### src/rtl/core/nmet_pkg.sv
// Shared constants and types for the neighbourhood mean edge threshold block.
package nmet_pkg;

  // Channel and field widths
  localparam int unsigned ChanW      = 8;
  localparam int unsigned RgbW       = 3 * ChanW;
  localparam int unsigned PixelW     = 32;
  localparam int unsigned FrameWidthW  = 12;
  localparam int unsigned FrameHeightW = 13;
  localparam int unsigned ThresholdW = 9;
  localparam int unsigned RowW       = 12;
  localparam int unsigned OutColW    = 11;
  localparam int unsigned CfgIdxW    = 2;
  localparam int unsigned CfgDataW   = 13;
  localparam int unsigned NbCount    = 8;
  localparam int unsigned SumW       = ChanW + $clog2(NbCount);

  // Geometry
  localparam int unsigned DefaultMaxWidth = 2048;
  localparam logic [FrameHeightW-1:0] MaxRows = 13'd4096;

  // Register indexes
  localparam logic [CfgIdxW-1:0] RegFrameWidth    = 2'd0;
  localparam logic [CfgIdxW-1:0] RegFrameHeight   = 2'd1;
  localparam logic [CfgIdxW-1:0] RegDiffThreshold = 2'd2;

  // Register reset values
  localparam logic [FrameWidthW-1:0]  FrameWidthRst    = 12'd640;
  localparam logic [FrameHeightW-1:0] FrameHeightRst   = 13'd480;
  localparam logic [ThresholdW-1:0]   DiffThresholdRst = 9'd32;

  // Result pixels
  localparam logic [PixelW-1:0] DarkPixel  = 32'hff00_0000;
  localparam logic [PixelW-1:0] LightPixel = 32'hffff_ffff;

  typedef logic [RgbW-1:0] rgb_t;

  // 3x3 window handed to the decision logic
  typedef struct packed {
    logic [NbCount-1:0][RgbW-1:0] nb;
    rgb_t                         centre;
    logic [ThresholdW-1:0]        threshold;
  } nmet_window_t;

endpackage

### src/rtl/core/nmet_decide.sv
// Per-channel neighbour mean and threshold compare for one 3x3 window.
module nmet_decide (
  input  nmet_pkg::nmet_window_t win_i,
  output logic                   is_dark_o
);
  import nmet_pkg::*;

  logic [SumW-1:0]  sum;
  logic [ChanW-1:0] mean;
  logic [ChanW-1:0] cen;
  logic [ChanW-1:0] diff;
  logic             dark;

  always_comb begin
    dark = 1'b0;
    sum  = '0;
    mean = '0;
    cen  = '0;
    diff = '0;
    for (int ch = 0; ch < 3; ch++) begin
      sum = '0;
      for (int k = 0; k < NbCount; k++) begin
        sum = sum + SumW'(win_i.nb[k][ch*ChanW +: ChanW]);
      end
      // floor mean of eight neighbours
      mean = sum[SumW-1 -: ChanW];
      cen  = win_i.centre[ch*ChanW +: ChanW];
      diff = (mean >= cen) ? (mean - cen) : (cen - mean);
      if ({1'b0, diff} >= win_i.threshold) begin
        dark = 1'b1;
      end
    end
  end

  assign is_dark_o = dark;

endmodule

### config.mk
export PLATFORM = sky130hd
export DESIGN_NAME = nmet_decide
export DESIGN_NICKNAME = d
export VERILOG_FILES = /design/src/rtl/core/nmet_pkg.sv /design/src/rtl/core/nmet_decide.sv
export SDC_FILE = /design/constraint.sdc
export NUM_CORES = 1
export LEC_CHECK = 0
export BUFFER_PORTS_ARGS = -buffer_cell sky130_fd_sc_hd__buf_4
export CAP_MARGIN = 20
export CORE_ASPECT_RATIO = 1.1
export CORE_UTILIZATION = 50
export DETAILED_ROUTE_END_ITERATION = 6
export PLACE_DENSITY = 0.82
export SYNTH_ARGS = -nofsm -noshare
export SYNTH_HDL_FRONTEND = slang
export SYNTH_SLANG_ARGS = --single-unit
### constraint.sdc
create_clock -name vclk -period 7.6
set_clock_uncertainty 0.2 [all_clocks]
set_input_delay 0.76 -clock vclk [all_inputs]
set_output_delay 0.76 -clock vclk [all_outputs]
set_load 0.02 [all_outputs]
==> summary.md, run 1 <==
| Metric | Value |
|---|---|
| Outcome | `finished, violations left` |
| Failing checks | `negative setup slack` |
| Hold Crit Start | `win_i[8]` |
| Antenna diodes | `0` |
| Slowest-stage cell, CP | `fa_1` |
| Hold path depth | `3` |
| Vias in the first global route | `6879` |
| Filler Cell Count | `1056` |
| Routed len/inst | `12.4 um` |
| IO Pins | `roughly 230` |
| Worst EP arrival | `7000 ps` |
| First DRT Iteration DRCs | `124` |
| Worst stage delay on the critical path | `570 ps` |
| Starting Density | `between 50% and 60%` |
| CORE AREA | `roughly 0.014 sq mm` |
| Seq cells | `0` |
| Setup crit end kind | `primary output` |
| Crit path top cell by count | `fa_1` |
| Seq/Total Area, Yosys | `0%` |
| Crit start category | `input port` |
| Gr ovfl total | `0` |
| Most frequent cells in the layout | `buf_4 (311), inv_1 (297), fa_1 (142)` |
| Routability cong. | `between 0.8 and 0.9` |
| Total GRT Usage | `between 20% and 30%` |
| Area grow syn2layout | `38.7%` |
| Antenna-violating nets left | `0` |
| Pre-CTS setup slack | `-498 ps` |
| Critical path data required time | `about 6600 ps` |
| DRC violations left | `0` |
| Chip width | `115 um` |
| Post-synth top area share | `40.8%` |
| Max Cap Viol | `0` |
| Via count | `about 6200` |
| Register area | `0 sq um` |
| Unrepaired setup endpoints after global routing | `yes` |
| Final setup margin | `-362 ps` |
| Hold worst-path end | `is_dark_o` |
| Row cnt | `between 40 and 50` |
| CP Launch Point | `win_i[123]` |
| Syn Inst Count | `802` |
| Relative slew slack | `about four fifths` |
| Antenna violations before repair | `0` |
| Post-synth cell types | `44` |
| Final period util | `105%` |
| Mapped cell area | `approximately 0.007 sq mm` |
| Top post-synthesis cells by area | `fa_1 (41%), ha_1 (18%), inv_1 (16%)` |
| Largest net degree at the start of global routing | `8` |
| Crit path max fanout | `6` |
| Final slew viol count | `0` |
| CLK BUF | `0` |
| Die area | `~0.015 sq mm` |
| Drt via density | `between 4 and 5` |
| Share of cells above drive strength 1 | `32.3%` |
| Syn nets | `1270` |
| Fin util | `a little under three quarters` |
| First-pass GRT wire length | `around 28 mm` |
| Hold Crit Class | `input port to primary output` |
| Post-synth top area cell | `fa_1` |
| First-pass detailed-route iteration total | `4` |
| HPWL Detailed | `~15 mm` |
| Area taken by multi-input logic gates | `between 0.006 and 0.007 sq mm` |
| YS warnings | `0` |
| Port Buf Inserts | `between 200 and 250` |
| Final setup vio count | `1` |
| Worst-margin pin slew | `approximately 290 ps` |
| Chip Height | `roughly 130 um` |
| Critical path class | `input port to primary output` |
| Nets | `1577` |
| Fmax | `about 0.13 GHz` |
| Final min period | `around 8000 ps` |
| Final Hold Viols | `0` |
| Avg Cell Area, Syn | `~9 sq um` |
| Commonest non-fill, non-tap cell in the layout | `buf_4` |
| Routed Wire Length | `between 15 and 20 mm` |
[worst max path at each step]
stage / slack [ps] / end / cells after the start
floorplan: -50 / is_dark_o / 27
global placement: -350 / is_dark_o / 30
detailed placement: -500 / is_dark_o / 31
CTS: -300 / is_dark_o / 30
global route: -610 / is_dark_o / 29
finish: -360 / is_dark_o / 31
[synthesized netlist by cell type, types with 3 or more instances]
cell type,count
a221oi_1,3
fa_1,144
a31o_1,3
o21ai_0,16
nand2_1,13
and3_1,3
a31o_2,3
a21o_1,35
nor2_1,9
xnor2_1,15
a21oi_1,24
mux2i_1,22
a31oi_1,11
ha_1,99
and2_1,4
nand4_1,7
nand3_1,6
nor2b_1,13
nand2b_1,10
buf_2,4
inv_1,302
xor2_1,26
[worst max-delay path, delay by kind of cell]
kind,cells,cell delay [ps]
buffers and inverters,6,550
xor gates and xnor gates,1,170
muxes,2,300
and+or+nand+nor,8,1210
AOI/OAI and AO/OA,7,1100
adders and majority gates,7,2930
[final cells by class]
class	instances	share of cell area, %
multi-input cells	492	61.8
inverters	302	11.6
repair buffers	313	24.1
well taps	188	2.40
[metrics by stage]
stage          TNS, ps  cells  hold slack [ps]  instance area [sq um]
2_1_floorplan    -46.3    802             1360                   7120
3_3_place_gp      -349   1278             1570                   9540
3_5_place_dp      -498   1278             1570                   9540
4_1_cts           -302   1292             1570                   9690
5_1_grt           -608   1295             1580                   9800
6_report          -362   1295             1570                   9800
[cell families after synthesis]
logic type               after synthesis  share of synthesized area [%]
AND/OR/NAND/NOR                       72                           5.58
AO/OA/AOI/OAI                        113                           11.0
buffers and inverters                310                           16.8
multiplexers                          23                           3.28
adder cells (fa/ha/maj)              243                           58.3
XOR/XNOR                              41                           5.08
[metal layers]
layer | up-vias | GRT usage (%) | wire length (um)
met4 | 0 | 6.19 | 514
met3 | 37 | 1.62 | 631
met2 | 159 | 47.5 | 9430
met5 | - | 0 | 0
met1 | 3007 | 24.2 | 5540
li1 | 2998 | - | -
[what timing repair did]
item | in CTS | in global routing
pin swaps | 37 | 30
setup buffers | 14 | 3
hold buffers | 0 | 0
endpoints found under the setup margin | 1 | 1
resized for setup | 15 | 22
hold endpoints to repair | 0 | 0
Power of run 1 is not shown: default switching activity piles up to over one toggle a cycle in this logic, so the estimate is an artifact.
==> run 2: changes to the inputs <==
==> constraint.sdc (replaced) <==
create_clock -name vclk -period 7.6
set_clock_uncertainty 0.2 [all_clocks]
set_input_delay 0.38 -clock vclk [all_inputs]
set_output_delay 0.38 -clock vclk [all_outputs]
set_load 0.02 [all_outputs]
==> summary.md, run 2 (synthesis gave the netlist of run 1 again) <==
| Metric | Value |
|---|---|
| CLK BUF | `0 (unchanged)` |
| Routed Wire Length | `14.5 mm (-9.9%)` |
| Hold path depth | `3 (unchanged)` |
| Starting Density | `51.2% (unchanged)` |
| CORE AREA | `0.0138 sq mm (unchanged)` |
| Antenna violations before repair | `0 (unchanged)` |
| Routed met3 length | `570 um (-9.7%)` |
| Crit path top cell by count | `a21o_1` |
| Hold worst-path end | `is_dark_o` |
| Routed len/inst | `11.9 um (-4.1%)` |
| IO Pins | `226 (unchanged)` |
| Setup crit end kind | `primary output` |
| Drt via density | `4.76 (-0.57%)` |
| Fmax | `0.136 GHz (+8.3%)` |
| Worst EP arrival | `6770 ps (-230 ps)` |
| Die area | `0.0146 sq mm (unchanged)` |
| Hold slack final | `810 ps (-761 ps)` |
| Area grow syn2layout | `29.5%` |
| DR top layer | `met4` |
| Seq cells | `0 (unchanged)` |
| Met1 Wirelength | `5.41 mm (-2.3%)` |
| Most frequent cells in the layout | `inv_1 (302), buf_4 (234), fa_1 (142)` |
| HPWL Detailed | `13.6 mm (-7.1%)` |
| Outcome | `finished clean` |
| Hold Crit Class | `input port to primary output` |
| Critical path data required time | `7020 ps (+380 ps)` |
| Row cnt | `45 (unchanged)` |
| Final setup vio count | `0 (-1)` |
| Port Buf Inserts | `226 (unchanged)` |
| Chip width | `115 um (unchanged)` |
| Max Cap Viol | `0 (unchanged)` |
| First DRT Iteration DRCs | `125 (+0.81%)` |
| Crit path max fanout | `6 (unchanged)` |
| Critical path class | `input port to primary output` |
| Commonest non-fill, non-tap cell in the layout | `inv_1` |
| CP bufs+invs | `6 (unchanged)` |
| Worst-margin pin slew | `422 ps (+133 ps)` |
| Slowest-stage cell, CP | `fa_2` |
| Routability cong. | `0.838 (-5.5%)` |
| Share of cells above drive strength 1 | `25.9% (-6.5 points)` |
| Chip Height | `127 um (unchanged)` |
| Worst stage delay on the critical path | `620 ps (+50 ps)` |
| Total GRT Usage | `20.7% (-2.3 points)` |
| Final slew viol count | `0 (unchanged)` |
| WL met2 | `8.23 mm (-13%)` |
| Final min period | `7350 ps (-612 ps)` |
| Antenna-violating nets left | `0 (unchanged)` |
| Hold Crit Start | `win_i[8]` |
| Crit start category | `input port` |
| Gr ovfl total | `0 (unchanged)` |
| Antenna diodes | `0 (unchanged)` |
| Via count | `5794 (-6.6%)` |
| Final period util | `96.7% (-8.1 points)` |
| Vias in the first global route | `6250 (-9.1%)` |
| First-pass detailed-route iteration total | `4 (unchanged)` |
| Largest net degree at the start of global routing | `10 (+2)` |
| Relative slew slack | `71.6% (-9.1 points)` |
| First-pass GRT wire length | `25.1 mm (-9.5%)` |
| Register area | `0 sq um (unchanged)` |
| Nets | `1499 (-4.9%)` |
| Top Family by Delay on Critical Path | `adder cells` |
| # hold bufs at CTS | `0 (unchanged)` |
| Final Hold Viols | `0 (unchanged)` |
| DRC violations left | `0 (unchanged)` |
-- run 2: repair_timing --
| item | in CTS | in global routing |
|---|---|---|
| gates cloned | 0 | 0 |
| endpoints found under the hold margin | 0 | 0 |
| buffers inserted | 0 | 5 |
| pin swaps | 0 | 17 |
| resized for setup | 1 | 25 |
| setup endpoints to repair | 1 | 1 |
-- run 2: final cells by class --
type	instances	area [sq um]
Inverter	302	1130
Fill cell	1160	4650
Timing Repair Buffer	235	1770
Tap cell	188	235
Multi-Input combinational cell	492	6010
-- run 2: how the worst max path moves through the flow --
| stage | end | cells past startpoint | from |
|---|---|---|---|
| after floorplan | is_dark_o | 29 | win_i[51] |
| after global placement | is_dark_o | 31 | win_i[51] |
| after detailed placement | is_dark_o | 31 | win_i[51] |
| after CTS | is_dark_o | 31 | win_i[51] |
| after global routing | is_dark_o | 31 | win_i[107] |
| final | is_dark_o | 29 | win_i[52] |
-- run 2: per-stage QoR --
stage	utilization, %	cells	instance area [sq um]	worst slack, ps	setup TNS [ps]
3_3_place_gp	65.1	1212	8980	116	0
4_1_cts	65.1	1212	8980	56.9	0
2_1_floorplan	-	802	7070	536	0
3_5_place_dp	65.1	1212	8980	21.3	0
6_report	66.3	1217	9150	250	0
5_1_grt	66.3	1217	9150	-25.3	-25.3
-- run 2: tightest hold or removal path: stages --
cell     delay [ps]
buf_4            80
a21oi_2          30
buf_4           140
-- run 2: routing by layer --
| layer | global-route usage, % | vias up |
|---|---|---|
| met2 | 42.6 | 136 |
| met4 | 3.59 | 0 |
| met5 | 0 | - |
| met3 | 0.860 | 24 |
| met1 | 23.1 | 2798 |
| li1 | - | 2836 |
Power of run 2 is left out for the same reason.
